File: src/hw/rtl/assert_macros.svh
// Assertion macros for the breakpoint table RTL.
`ifndef ASSERT_MACROS_SVH
`define ASSERT_MACROS_SVH

// same-cycle implication
`define LBT_ASSERT_HOLDS(label, clk, rst, ante, cons, msg) \
   label: assert property (@(posedge clk) disable iff (rst) (ante) |-> (cons)) \
      else $error(msg);

// next-cycle implication
`define LBT_ASSERT_NEXT(label, clk, rst, ante, cons, msg) \
   label: assert property (@(posedge clk) disable iff (rst) (ante) |=> (cons)) \
      else $error(msg);

`endif

File: src/hw/rtl/lbt_pkg.sv
// Types and codes of the line breakpoint table.
package lbt_pkg;

   localparam int ACT_W       = 3;
   localparam int LINE_W      = 16;
   localparam int SET_COUNT_W = 5;

   localparam logic [ACT_W-1:0] ACT_TOGGLE = 3'd0;
   localparam logic [ACT_W-1:0] ACT_QUERY  = 3'd1;
   localparam logic [ACT_W-1:0] ACT_CLEAR  = 3'd2;
   localparam logic [ACT_W-1:0] ACT_INSERT = 3'd3;
   localparam logic [ACT_W-1:0] ACT_DELETE = 3'd4;

   typedef logic [SET_COUNT_W-1:0] count_type;

   typedef struct packed {
      logic [ACT_W-1:0]  action;
      logic [LINE_W-1:0] line;
      logic [LINE_W-1:0] line_count;
      logic [LINE_W-1:0] text_lines;
   } req_payload_type;

   typedef struct packed {
      logic      is_set;
      logic      table_full;
      count_type set_count;
   } rsp_payload_type;

   typedef struct packed {
      logic      idle;
      logic      done;
      logic      is_set;
      logic      table_full;
      count_type set_count;
   } eng_status_type;

endpackage

File: src/hw/rtl/lbt_channels.sv
// Request and response channel interfaces of the line breakpoint table.
interface lbt_req_if;
   logic                     valid;
   logic                     ready;
   lbt_pkg::req_payload_type payload;

   modport source (output valid, output payload, input ready);
   modport sink (input valid, input payload, output ready);
endinterface

interface lbt_rsp_if;
   logic                     valid;
   logic                     ready;
   lbt_pkg::rsp_payload_type payload;

   modport source (output valid, output payload, input ready);
   modport sink (input valid, input payload, output ready);
endinterface

File: src/hw/rtl/lbt_ram.sv
// Generic single-write, single-read RAM with registered read data.
module lbt_ram #(
   parameter int WIDTH = 16,
   parameter int DEPTH = 16
) (
   input  logic                                       clock,
   input  logic                                       wr_en,
   input  logic [((DEPTH > 1) ? $clog2(DEPTH) : 1)-1:0] wr_addr,
   input  logic [WIDTH-1:0]                           wr_data,
   input  logic [((DEPTH > 1) ? $clog2(DEPTH) : 1)-1:0] rd_addr,
   output logic [WIDTH-1:0]                           rd_data
);

   logic [WIDTH-1:0] mem_ff [DEPTH];
   logic [WIDTH-1:0] rd_data_ff;

   always_ff @(posedge clock) begin
      if (wr_en) begin
         mem_ff[wr_addr] <= wr_data;
      end
      rd_data_ff <= mem_ff[rd_addr];
   end

   assign rd_data = rd_data_ff;

endmodule

File: src/hw/rtl/lbt_engine.sv
// Sequencer that sweeps the slot memory for the toggle, query, delete and insert actions.
module lbt_engine #(
   parameter int MAX_BREAKS = 16,
   parameter int LINE_BITS  = 16
) (
   input  logic                     clock,
   input  logic                     reset,
   input  logic                     start,
   input  lbt_pkg::req_payload_type cmd,
   input  logic                     take,
   output lbt_pkg::eng_status_type  stat
);

   localparam int IDX_W  = (MAX_BREAKS > 1) ? $clog2(MAX_BREAKS) : 1;
   localparam int CNT_W  = $clog2(MAX_BREAKS + 1);
   localparam int WIDE_W = ((LINE_BITS > lbt_pkg::LINE_W) ? LINE_BITS : lbt_pkg::LINE_W) + 1;
   localparam logic [IDX_W-1:0] LAST = IDX_W'(MAX_BREAKS - 1);

   localparam logic [2:0] S_IDLE   = 3'd0;
   localparam logic [2:0] S_SCAN   = 3'd1;
   localparam logic [2:0] S_COMMIT = 3'd2;
   localparam logic [2:0] S_ORD    = 3'd3;
   localparam logic [2:0] S_OEVAL  = 3'd4;
   localparam logic [2:0] S_ISCAN  = 3'd5;
   localparam logic [2:0] S_IEND   = 3'd6;
   localparam logic [2:0] S_DONE   = 3'd7;

   logic [2:0]                  state_ff, state_in;
   logic [MAX_BREAKS-1:0]       valid_ff, valid_in;
   logic [CNT_W-1:0]            cnt_ff, cnt_in;
   logic                        iss_ff, iss_in;
   logic                        chk_ff, chk_in;

   logic [lbt_pkg::ACT_W-1:0]   act_ff, act_in;
   logic [LINE_BITS-1:0]        lo_ff, lo_in;
   logic [LINE_BITS-1:0]        hi_ff, hi_in;
   logic [lbt_pkg::LINE_W-1:0]  lcnt_ff, lcnt_in;
   logic [IDX_W-1:0]            idx_ff, idx_in;
   logic [IDX_W-1:0]            chk_idx_ff, chk_idx_in;
   logic [IDX_W-1:0]            oi_ff, oi_in;
   logic [LINE_BITS-1:0]        nv_ff, nv_in;
   logic                        hit_ff, hit_in;
   logic [IDX_W-1:0]            hit_idx_ff, hit_idx_in;
   logic                        free_ff, free_in;
   logic [IDX_W-1:0]            free_idx_ff, free_idx_in;
   logic [MAX_BREAKS-1:0]       mov_ff, mov_in;
   logic                        is_set_ff, is_set_in;
   logic                        full_ff, full_in;

   logic                        ram_we;
   logic [IDX_W-1:0]            ram_waddr;
   logic [LINE_BITS-1:0]        ram_wdata;
   logic [IDX_W-1:0]            ram_raddr;
   logic [LINE_BITS-1:0]        rd;

   logic                        ent_v;
   logic                        rng;
   logic                        in_rng;
   logic [WIDE_W-1:0]           up_w;
   logic                        up_over;
   logic [WIDE_W-1:0]           keep_w;
   logic [WIDE_W-1:0]           dn_w;
   logic                        dn_drop;
   logic                        nm;

   lbt_ram #(
      .WIDTH (LINE_BITS),
      .DEPTH (MAX_BREAKS)
   ) u_slot_ram (
      .clock   (clock),
      .wr_en   (ram_we),
      .wr_addr (ram_waddr),
      .wr_data (ram_wdata),
      .rd_addr (ram_raddr),
      .rd_data (rd)
   );

   assign ent_v   = valid_ff[chk_idx_ff];
   assign rng     = (rd >= lo_ff) && (rd <= hi_ff);
   assign in_rng  = ent_v && rng;
   assign up_w    = WIDE_W'(rd) + WIDE_W'(lcnt_ff);
   assign up_over = |up_w[WIDE_W-1:LINE_BITS];
   assign keep_w  = WIDE_W'(lo_ff) + WIDE_W'(lcnt_ff);
   assign dn_w    = WIDE_W'(rd) - WIDE_W'(lcnt_ff);
   assign dn_drop = (WIDE_W'(rd) < keep_w) || (WIDE_W'(rd) == WIDE_W'(lcnt_ff));

   always_comb begin
      if (chk_idx_ff == oi_ff) begin
         nm = 1'b0;
      end else if (chk_idx_ff < oi_ff) begin
         nm = !mov_ff[chk_idx_ff];
      end else begin
         nm = !in_rng;
      end
   end

   always_comb begin
      state_in    = state_ff;
      valid_in    = valid_ff;
      cnt_in      = cnt_ff;
      iss_in      = iss_ff;
      chk_in      = 1'b0;
      act_in      = act_ff;
      lo_in       = lo_ff;
      hi_in       = hi_ff;
      lcnt_in     = lcnt_ff;
      idx_in      = idx_ff;
      chk_idx_in  = chk_idx_ff;
      oi_in       = oi_ff;
      nv_in       = nv_ff;
      hit_in      = hit_ff;
      hit_idx_in  = hit_idx_ff;
      free_in     = free_ff;
      free_idx_in = free_idx_ff;
      mov_in      = mov_ff;
      is_set_in   = is_set_ff;
      full_in     = full_ff;
      ram_we      = 1'b0;
      ram_waddr   = chk_idx_ff;
      ram_wdata   = nv_ff;
      ram_raddr   = idx_ff;

      unique case (state_ff)
         S_IDLE: begin
            if (start) begin
               act_in    = cmd.action;
               lo_in     = LINE_BITS'(cmd.line);
               hi_in     = LINE_BITS'(cmd.text_lines);
               lcnt_in   = cmd.line_count;
               is_set_in = 1'b0;
               full_in   = 1'b0;
               hit_in    = 1'b0;
               free_in   = 1'b0;
               idx_in    = '0;
               iss_in    = 1'b1;
               oi_in     = '0;
               unique case (cmd.action) inside
                  lbt_pkg::ACT_TOGGLE, lbt_pkg::ACT_QUERY: begin
                     state_in = (LINE_BITS'(cmd.line) == '0) ? S_DONE : S_SCAN;
                  end
                  lbt_pkg::ACT_DELETE: begin
                     state_in = S_SCAN;
                  end
                  lbt_pkg::ACT_INSERT: begin
                     state_in = S_ORD;
                  end
                  lbt_pkg::ACT_CLEAR: begin
                     valid_in = '0;
                     cnt_in   = '0;
                     state_in = S_DONE;
                  end
                  default: begin
                     state_in = S_DONE;
                  end
               endcase
            end
         end

         S_SCAN: begin
            if (iss_ff) begin
               chk_in     = 1'b1;
               chk_idx_in = idx_ff;
               if (idx_ff == LAST) begin
                  iss_in = 1'b0;
               end else begin
                  idx_in = idx_ff + IDX_W'(1);
               end
            end
            if (chk_ff) begin
               if (act_ff == lbt_pkg::ACT_DELETE) begin
                  if (in_rng) begin
                     if (dn_drop) begin
                        valid_in[chk_idx_ff] = 1'b0;
                        cnt_in               = cnt_ff - CNT_W'(1);
                     end else begin
                        ram_we    = 1'b1;
                        ram_wdata = dn_w[LINE_BITS-1:0];
                     end
                  end
               end else begin
                  if (ent_v && (rd == lo_ff)) begin
                     hit_in     = 1'b1;
                     hit_idx_in = chk_idx_ff;
                  end
                  if (!ent_v && !free_ff) begin
                     free_in     = 1'b1;
                     free_idx_in = chk_idx_ff;
                  end
               end
               if (chk_idx_ff == LAST) begin
                  state_in = (act_ff == lbt_pkg::ACT_DELETE) ? S_DONE : S_COMMIT;
               end
            end
         end

         S_COMMIT: begin
            if (act_ff == lbt_pkg::ACT_QUERY) begin
               is_set_in = hit_ff;
            end else if (hit_ff) begin
               valid_in[hit_idx_ff] = 1'b0;
               cnt_in               = cnt_ff - CNT_W'(1);
            end else if (free_ff) begin
               ram_we                = 1'b1;
               ram_waddr             = free_idx_ff;
               ram_wdata             = lo_ff;
               valid_in[free_idx_ff] = 1'b1;
               cnt_in                = cnt_ff + CNT_W'(1);
               is_set_in             = 1'b1;
            end else begin
               full_in = 1'b1;
            end
            state_in = S_DONE;
         end

         S_ORD: begin
            ram_raddr  = oi_ff;
            chk_idx_in = oi_ff;
            state_in   = S_OEVAL;
         end

         S_OEVAL: begin
            mov_in[chk_idx_ff] = in_rng;
            if (in_rng && !up_over) begin
               nv_in    = up_w[LINE_BITS-1:0];
               hit_in   = 1'b0;
               idx_in   = '0;
               iss_in   = 1'b1;
               state_in = S_ISCAN;
            end else begin
               if (in_rng) begin
                  valid_in[chk_idx_ff] = 1'b0;
                  cnt_in               = cnt_ff - CNT_W'(1);
               end
               if (oi_ff == LAST) begin
                  state_in = S_DONE;
               end else begin
                  oi_in    = oi_ff + IDX_W'(1);
                  state_in = S_ORD;
               end
            end
         end

         S_ISCAN: begin
            if (iss_ff) begin
               chk_in     = 1'b1;
               chk_idx_in = idx_ff;
               if (idx_ff == LAST) begin
                  iss_in = 1'b0;
               end else begin
                  idx_in = idx_ff + IDX_W'(1);
               end
            end
            if (chk_ff) begin
               if (nm && ent_v && (rd == nv_ff)) begin
                  hit_in = 1'b1;
               end
               if (chk_idx_ff == LAST) begin
                  state_in = S_IEND;
               end
            end
         end

         S_IEND: begin
            if (hit_ff) begin
               valid_in[oi_ff] = 1'b0;
               cnt_in          = cnt_ff - CNT_W'(1);
            end else begin
               ram_we    = 1'b1;
               ram_waddr = oi_ff;
               ram_wdata = nv_ff;
            end
            if (oi_ff == LAST) begin
               state_in = S_DONE;
            end else begin
               oi_in    = oi_ff + IDX_W'(1);
               state_in = S_ORD;
            end
         end

         S_DONE: begin
            if (take) begin
               state_in = S_IDLE;
            end
         end

         default: begin
            state_in = S_IDLE;
         end
      endcase
   end

   always_ff @(posedge clock) begin
      if (reset) begin
         state_ff <= S_IDLE;
         valid_ff <= '0;
         cnt_ff   <= '0;
         iss_ff   <= 1'b0;
         chk_ff   <= 1'b0;
      end else begin
         state_ff <= state_in;
         valid_ff <= valid_in;
         cnt_ff   <= cnt_in;
         iss_ff   <= iss_in;
         chk_ff   <= chk_in;
      end
   end

   always_ff @(posedge clock) begin
      act_ff      <= act_in;
      lo_ff       <= lo_in;
      hi_ff       <= hi_in;
      lcnt_ff     <= lcnt_in;
      idx_ff      <= idx_in;
      chk_idx_ff  <= chk_idx_in;
      oi_ff       <= oi_in;
      nv_ff       <= nv_in;
      hit_ff      <= hit_in;
      hit_idx_ff  <= hit_idx_in;
      free_ff     <= free_in;
      free_idx_ff <= free_idx_in;
      mov_ff      <= mov_in;
      is_set_ff   <= is_set_in;
      full_ff     <= full_in;
   end

   assign stat.idle       = (state_ff == S_IDLE);
   assign stat.done       = (state_ff == S_DONE);
   assign stat.is_set     = is_set_ff;
   assign stat.table_full = full_ff;
   assign stat.set_count  = lbt_pkg::count_type'(cnt_ff);

endmodule

File: src/hw/rtl/line_breakpoint_table.sv
// Top level of the line breakpoint table: handshake, response register, checks.
//
//  channel   dir  word                                        ports
//  req       in   action, line, line_count, text_lines        req_chan
//  rsp       out  is_set, table_full, set_count               rsp_chan
//
// Clear-all, unknown actions, toggle/query of line zero: no pass over memory.
// Toggle, query, delete: one pass over the slot memory.
// Insert: reads each slot; a shifted slot adds a scan (one memory read port).
// Reset clears the slot valid bits and the count.
// A new word is taken once the previous result sits in the response register;
// a stalled response holds the engine in its final state.
`include "assert_macros.svh"

module line_breakpoint_table #(
   parameter int MAX_BREAKS = 16,
   parameter int LINE_BITS  = 16
) (
   input logic       clock,
   input logic       reset,
   lbt_req_if.sink   req_chan,
   lbt_rsp_if.source rsp_chan
);

   lbt_pkg::eng_status_type  stat;
   logic                     start;
   logic                     take;
   logic                     rsp_valid_ff, rsp_valid_in;
   lbt_pkg::rsp_payload_type rsp_data_ff, rsp_data_in;

   assign req_chan.ready = stat.idle;
   assign start          = req_chan.valid && stat.idle;
   assign take           = stat.done && (!rsp_valid_ff || rsp_chan.ready);

   lbt_engine #(
      .MAX_BREAKS (MAX_BREAKS),
      .LINE_BITS  (LINE_BITS)
   ) u_engine (
      .clock (clock),
      .reset (reset),
      .start (start),
      .cmd   (req_chan.payload),
      .take  (take),
      .stat  (stat)
   );

   always_comb begin
      rsp_valid_in = rsp_valid_ff && !rsp_chan.ready;
      rsp_data_in  = rsp_data_ff;
      if (take) begin
         rsp_valid_in           = 1'b1;
         rsp_data_in.is_set     = stat.is_set;
         rsp_data_in.table_full = stat.table_full;
         rsp_data_in.set_count  = stat.set_count;
      end
   end

   always_ff @(posedge clock) begin
      if (reset) begin
         rsp_valid_ff <= 1'b0;
      end else begin
         rsp_valid_ff <= rsp_valid_in;
      end
   end

   always_ff @(posedge clock) begin
      rsp_data_ff <= rsp_data_in;
   end

   assign rsp_chan.valid   = rsp_valid_ff;
   assign rsp_chan.payload = rsp_data_ff;

   `LBT_ASSERT_NEXT(a_busy_after_accept, clock, reset, req_chan.valid && req_chan.ready, !req_chan.ready, "engine still idle after taking a word")

   `LBT_ASSERT_NEXT(a_take_loads_rsp, clock, reset, take, rsp_chan.valid, "finished result not loaded into response register")

   `LBT_ASSERT_HOLDS(a_full_means_full, clock, reset, rsp_chan.valid && rsp_chan.payload.table_full, !rsp_chan.payload.is_set && (rsp_chan.payload.set_count == lbt_pkg::count_type'(MAX_BREAKS)), "table full reported with free slots left")

endmodule
File: src/flat_wrapper.sv
// flat-port wrapper written by rule: the top's interface ports become plain ports
module line_breakpoint_table_flat 
#(
   parameter int MAX_BREAKS = 16,
   parameter int LINE_BITS  = 16
)
  (clock, reset, req_chan_valid, req_chan_payload, req_chan_ready, rsp_chan_valid, rsp_chan_payload, rsp_chan_ready);
  lbt_req_if req_chan_i ();
  lbt_rsp_if rsp_chan_i ();
  input logic clock;
  input logic reset;
  input wire logic [$bits(req_chan_i.valid)-1:0] req_chan_valid;
  input wire logic [$bits(req_chan_i.payload)-1:0] req_chan_payload;
  output wire logic [$bits(req_chan_i.ready)-1:0] req_chan_ready;
  output wire logic [$bits(rsp_chan_i.valid)-1:0] rsp_chan_valid;
  output wire logic [$bits(rsp_chan_i.payload)-1:0] rsp_chan_payload;
  input wire logic [$bits(rsp_chan_i.ready)-1:0] rsp_chan_ready;
  assign req_chan_i.valid = req_chan_valid;
  assign req_chan_i.payload = req_chan_payload;
  assign req_chan_ready = req_chan_i.ready;
  assign rsp_chan_valid = rsp_chan_i.valid;
  assign rsp_chan_payload = rsp_chan_i.payload;
  assign rsp_chan_i.ready = rsp_chan_ready;
  line_breakpoint_table #(.MAX_BREAKS(MAX_BREAKS), .LINE_BITS(LINE_BITS)) u_core (.clock(clock), .reset(reset), .req_chan(req_chan_i), .rsp_chan(rsp_chan_i));
endmodule
File: config.mk
export PLATFORM = sky130hd
export DESIGN_NAME = line_breakpoint_table_flat
export DESIGN_NICKNAME = d
export VERILOG_FILES = /design/src/hw/rtl/lbt_pkg.sv /design/src/hw/rtl/lbt_channels.sv /design/src/hw/rtl/lbt_ram.sv /design/src/hw/rtl/lbt_engine.sv /design/src/hw/rtl/line_breakpoint_table.sv /design/src/flat_wrapper.sv
export VERILOG_INCLUDE_DIRS = /design/src /design/src/hw/rtl
export SDC_FILE = /design/constraint.sdc
export NUM_CORES = 1
export LEC_CHECK = 0
export ABC_AREA = 1
export BUFFER_PORTS_ARGS = -buffer_cell sky130_fd_sc_hd__buf_2
export CAP_MARGIN = 10
export CELL_PAD_IN_SITES_DETAIL_PLACEMENT = 1
export CELL_PAD_IN_SITES_GLOBAL_PLACEMENT = 1
export CORE_ASPECT_RATIO = 1.2
export CORE_MARGIN = 2
export CORE_UTILIZATION = 51
export CTS_BUF_LIST = sky130_fd_sc_hd__clkbuf_8
export DETAILED_ROUTE_END_ITERATION = 8
export HOLD_SLACK_MARGIN = 0.02
export PLACE_DENSITY_LB_ADDON = 0.1
export SYNTH_ARGS = -nofsm -noshare
export SYNTH_HDL_FRONTEND = slang
export SYNTH_SLANG_ARGS = --single-unit
File: constraint.sdc
create_clock -name clock -period 4.89 [get_ports clock]
set_input_delay 0.489 -clock clock [delete_from_list [all_inputs] [get_ports clock]]
set_output_delay 0.489 -clock clock [all_outputs]
set_load 0.03 [all_outputs]
==> metrics <==
worst-case reg-to-reg path depth=23; fin crit share=91.82%; Hold/Removal Path Class=in2reg; Synth area leader=edfxtp_1; Final Total Pwr=0.01547 W; RSZ-0062 raised after global routing=false; Die Y-Extent=227.7 um; Yosys reg bits=413; largest family of logic cells by synthesized area=simple AND/OR/NAND/NOR gates; Worst path most repeated cell=nand2_1; Max VDD drop=0.0006132 V; DIE WIDTH=190.4 um; gpl congestion=0.9289; Synth top area share=52.24%; ys flop type=edfxtp_1; Detailed Place HPWL=45.26 mm; clock latency on the worst-skew pair=0.66 ns; skew final=0.04151 ns; Switching Fraction=46.18%; Avg Inst Size Synth=9.829 um^2; clk sinks=413; # rows=81; Synthesized Nets=2327; Cell Area, Synth=21270 um^2; CP Launch Type=flop; CTS H-Tree Depth=3; vias per cell=5.883; Setup TNS=0 ns; die area=43360 um^2; CTS Buffer Depth=3; Synth area leaders=edfxtp_1, nand2_1, ha_1, nor2_1, o21ai_0; status=finished, final reports clean; first-pass GRT wire length=100.5 mm; Clk pin slew, worst setup/hold paths=0.06 ns; Cell Chain, Critical Path=ha_1, fa_1, nand3_1, nand2_1, a21boi_2, o21ai_2, a21oi_1, xor2_1, ha_1, nand2_1, nor2_1, a211oi_1, nand2_1, nand2_1, nand2_1, nand2_1, nand2_1, and2_1, nand3_1, nand2_1, inv_4, nor2_2, buf_4; worst hold path depth=1; CTS tree=built; placed insts=2719; Worst Path Max Fanout=16; sequential cell area fraction in the yosys report=56.29%; Synth cell types=50; postcts setup bufs=0; number of buffers created by CTS=70; # nets final=2449; Slowest-stage cell, CP=fa_1; root buf cell=clkbuf_8; Post-Synth Adder-Cell Area=6.459%; vias=16940; Total Routing Usage GR=30.26%; Detailed Route WL=65.44 mm; starting density of the core=51.95%; Slew Limit Fails=0; pwr/cell area=646.1 nW/um^2; initial antenna violation count=2; Comb pwr share=47.1%; Flop pwr share=33.5%; Compound-Gate Fraction of Synth Area=13.37%; vias in the first global route=17780; cell count after synthesis=2164; WHS=0.05233 ns; fmax=222.7 MHz; Routed wire per std cell=22.72 um; Synth Area in Simple Gates=15.66%; CP peak stage delay=0.47 ns; drt pass-1 iters=5; placed cell area=22280 um^2; clock power share=19.4%; Synth warnings=0; Internal Power=0.008328 W; io pins=64; total of max-cap violations=0; crit end category=flop; multiplexer share of the synthesized area=0%; final-report setup violation count=0; Final ANT Viol Nets=0; critical path type=reg2reg; asr flop ratio synth=0%; leak pwr=9.495 nW; Critical Path RT=5.19 ns; Area Growth Syn to Fin=12.60%; final instance area=23950 um^2; Post-synth EDFFs=370; DR DRC count=0; worst slew pin tran=1.119 ns; Core Region=40940 um^2; Sw Pwr=0.007146 W; layout cell share with drive strength beyond 1=11.75%; Layout Cells excl Fill=2880; Worst Path Arrival=4.79 ns; largest net degree at the start of global routing=93; relative slew slack=25.39%; Port Buffers=63; Synth Area in XOR/XNOR=2.306%; First DRT Iteration DRCs=1041; Hold Fails Final Rpt=0; Min Clock Period, post-route=4.490 ns; total gr overflow=0
-- per-layer routing --
metal	vias to the layer above	GRT usage (%)	wire length (um)
li1	7831	-	-
met1	8419	38.46	27430
met2	542	51.25	32140
met3	151	4.088	3224
met4	0	13.78	2640
met5	-	0	0
-- placed cells by master, fill, tap and decap left out, types with 4 or more instances in the layout --
| master | Yosys | layout |
|---|---|---|
| edfxtp_1 | 370 | 370 |
| nor4_1 | 19 | 19 |
| inv_1 | 191 | 213 |
| o21a_1 | 6 | 6 |
| nand4_1 | 18 | 18 |
| dlygate4sd3_1 | 0 | 34 |
| buf_6 | 2 | 4 |
| buf_2 | 31 | 63 |
| o21ai_0 | 181 | 181 |
| o221ai_1 | 46 | 46 |
| o21ai_1 | 26 | 24 |
| nor3_1 | 24 | 24 |
| nand3_1 | 77 | 77 |
| buf_4 | 5 | 32 |
| clkinv_1 | 5 | 19 |
| a21oi_1 | 100 | 100 |
| inv_2 | 33 | 31 |
| o211ai_1 | 25 | 25 |
| o22ai_1 | 25 | 25 |
| nand2_1 | 353 | 351 |
| nor2_1 | 275 | 258 |
| o21bai_1 | 5 | 5 |
| xnor2_1 | 12 | 12 |
| dfxtp_1 | 43 | 43 |
| clkbuf_8 | 0 | 75 |
| nor2_2 | 7 | 23 |
| buf_12 | 0 | 4 |
| clkinv_2 | 0 | 10 |
| xor2_1 | 44 | 44 |
| o31ai_1 | 6 | 6 |
| nor2_4 | 5 | 6 |
| a22oi_1 | 22 | 22 |
| a21boi_0 | 5 | 4 |
| a21o_1 | 6 | 6 |
| ha_1 | 105 | 105 |
| a31oi_1 | 10 | 10 |
| nand2_2 | 8 | 9 |
-- through the flow --
| stage | setup slack [ns] | utilization [%] |
|---|---|---|
| floorplan | 0.6516 | - |
| finish | 0.4002 | 58.49 |
| global placement | 0.4644 | 54.42 |
| detailed placement | 0.2975 | 54.42 |
| global route | 0.03920 | 58.49 |
| CTS | 0.2642 | 58.44 |
-- power groups by stage --
stage,clock network [W],registers (W),logic [W]
2_1_floorplan,0,0.00496,0.00491
3_3_place_gp,0,0.00523,0.00686
3_5_place_dp,0,0.00524,0.00715
4_1_cts,0.00304,0.00517,0.00723
5_1_grt,0.00318,0.00521,0.00805
6_report,0.00300,0.00518,0.00729
-- cells by family (layout without fill, tap and decap cells) --
family / after synthesis / count (layout)
compound gates: 477 / 477
xor+xnor: 56 / 56
fa+ha+maj: 108 / 108
buf+inv: 316 / 492
flops: 413 / 413
other cells: 0 / 1
simple gates: 794 / 794
-- path summary, 6_finish.rpt --
| check | start | endpoint | slack [ns] |
|---|---|---|---|
| max | u_core.u_engine.lo_ff[0] | u_core.u_engine.u_slot_ram.mem_ff[12][0] | 0.40 |
| min | req_chan_payload[16] | u_core.u_engine.lcnt_ff[0] | 0.05 |
| max reg2reg | u_core.u_engine.lo_ff[0] | u_core.u_engine.u_slot_ram.mem_ff[12][0] | 0.40 |
| min reg2reg | u_core.u_engine.full_ff | u_core.rsp_chan.payload[5] | 0.42 |
-- worst max-delay path: cells and delay by family, from the launching register on --
kind	cells	cell delay, ns
compound gates	4	0.62
xor+xnor	1	0.11
fa+ha+maj	3	1.06
buf+inv	2	0.40
flops	1	0.43
simple gates	13	1.52
-- Yosys cell counts, types with 7 or more instances --
| library cell | instances |
|---|---|
| clkbuf_1 | 47 |
| nor4_1 | 19 |
| xnor2_1 | 12 |
| o21ai_1 | 26 |
| nor2_1 | 275 |
| o221ai_1 | 46 |
| nor3_1 | 24 |
| o211ai_1 | 25 |
| nand2_2 | 8 |
| nand2_1 | 353 |
| xor2_1 | 44 |
| ha_1 | 105 |
| inv_2 | 33 |
| nor2_2 | 7 |
| dfxtp_1 | 43 |
| o21ai_0 | 181 |
| nand3_1 | 77 |
| inv_1 | 191 |
| buf_2 | 31 |
| a31oi_1 | 10 |
| nand4_1 | 18 |
| a21oi_1 | 100 |
| a22oi_1 | 22 |
| o22ai_1 | 25 |
| edfxtp_1 | 370 |
-- area by class of cell --
type,instances,area (um^2)
clock buffers,75,1032
fillers,4593,17000
inverters,229,863.3
clock inverters,51,272.8
diodes,1,2.502
flip-flops and latches,413,11970
repair buffers,137,1021
well taps,539,674.4
multi-input cells,1435,8112
-- state kept, by name (all words and copies together) (netlist names), 5 cells and up --
signal	flops
u_core.u_engine.u_slot_ram.rd_data	16
u_core.u_engine.cnt_ff	5
u_core.u_engine.mov_ff	16
u_core.u_engine.hi_ff	16
u_core.u_engine.u_slot_ram.mem_ff	256
u_core.u_engine.lo_ff	16
u_core.u_engine.nv_ff	16
u_core.u_engine.valid_ff	16
u_core.u_engine.lcnt_ff	16
u_core.rsp_chan.payload	7
-- what timing repair did --
item                                    in CTS  in global routing
gates resized for setup                      0                  8
hold buffers                                34                  0
endpoints found under the setup margin       0                297
hold endpoints to repair                    34                  0
Power figures use the tool's default switching activity.
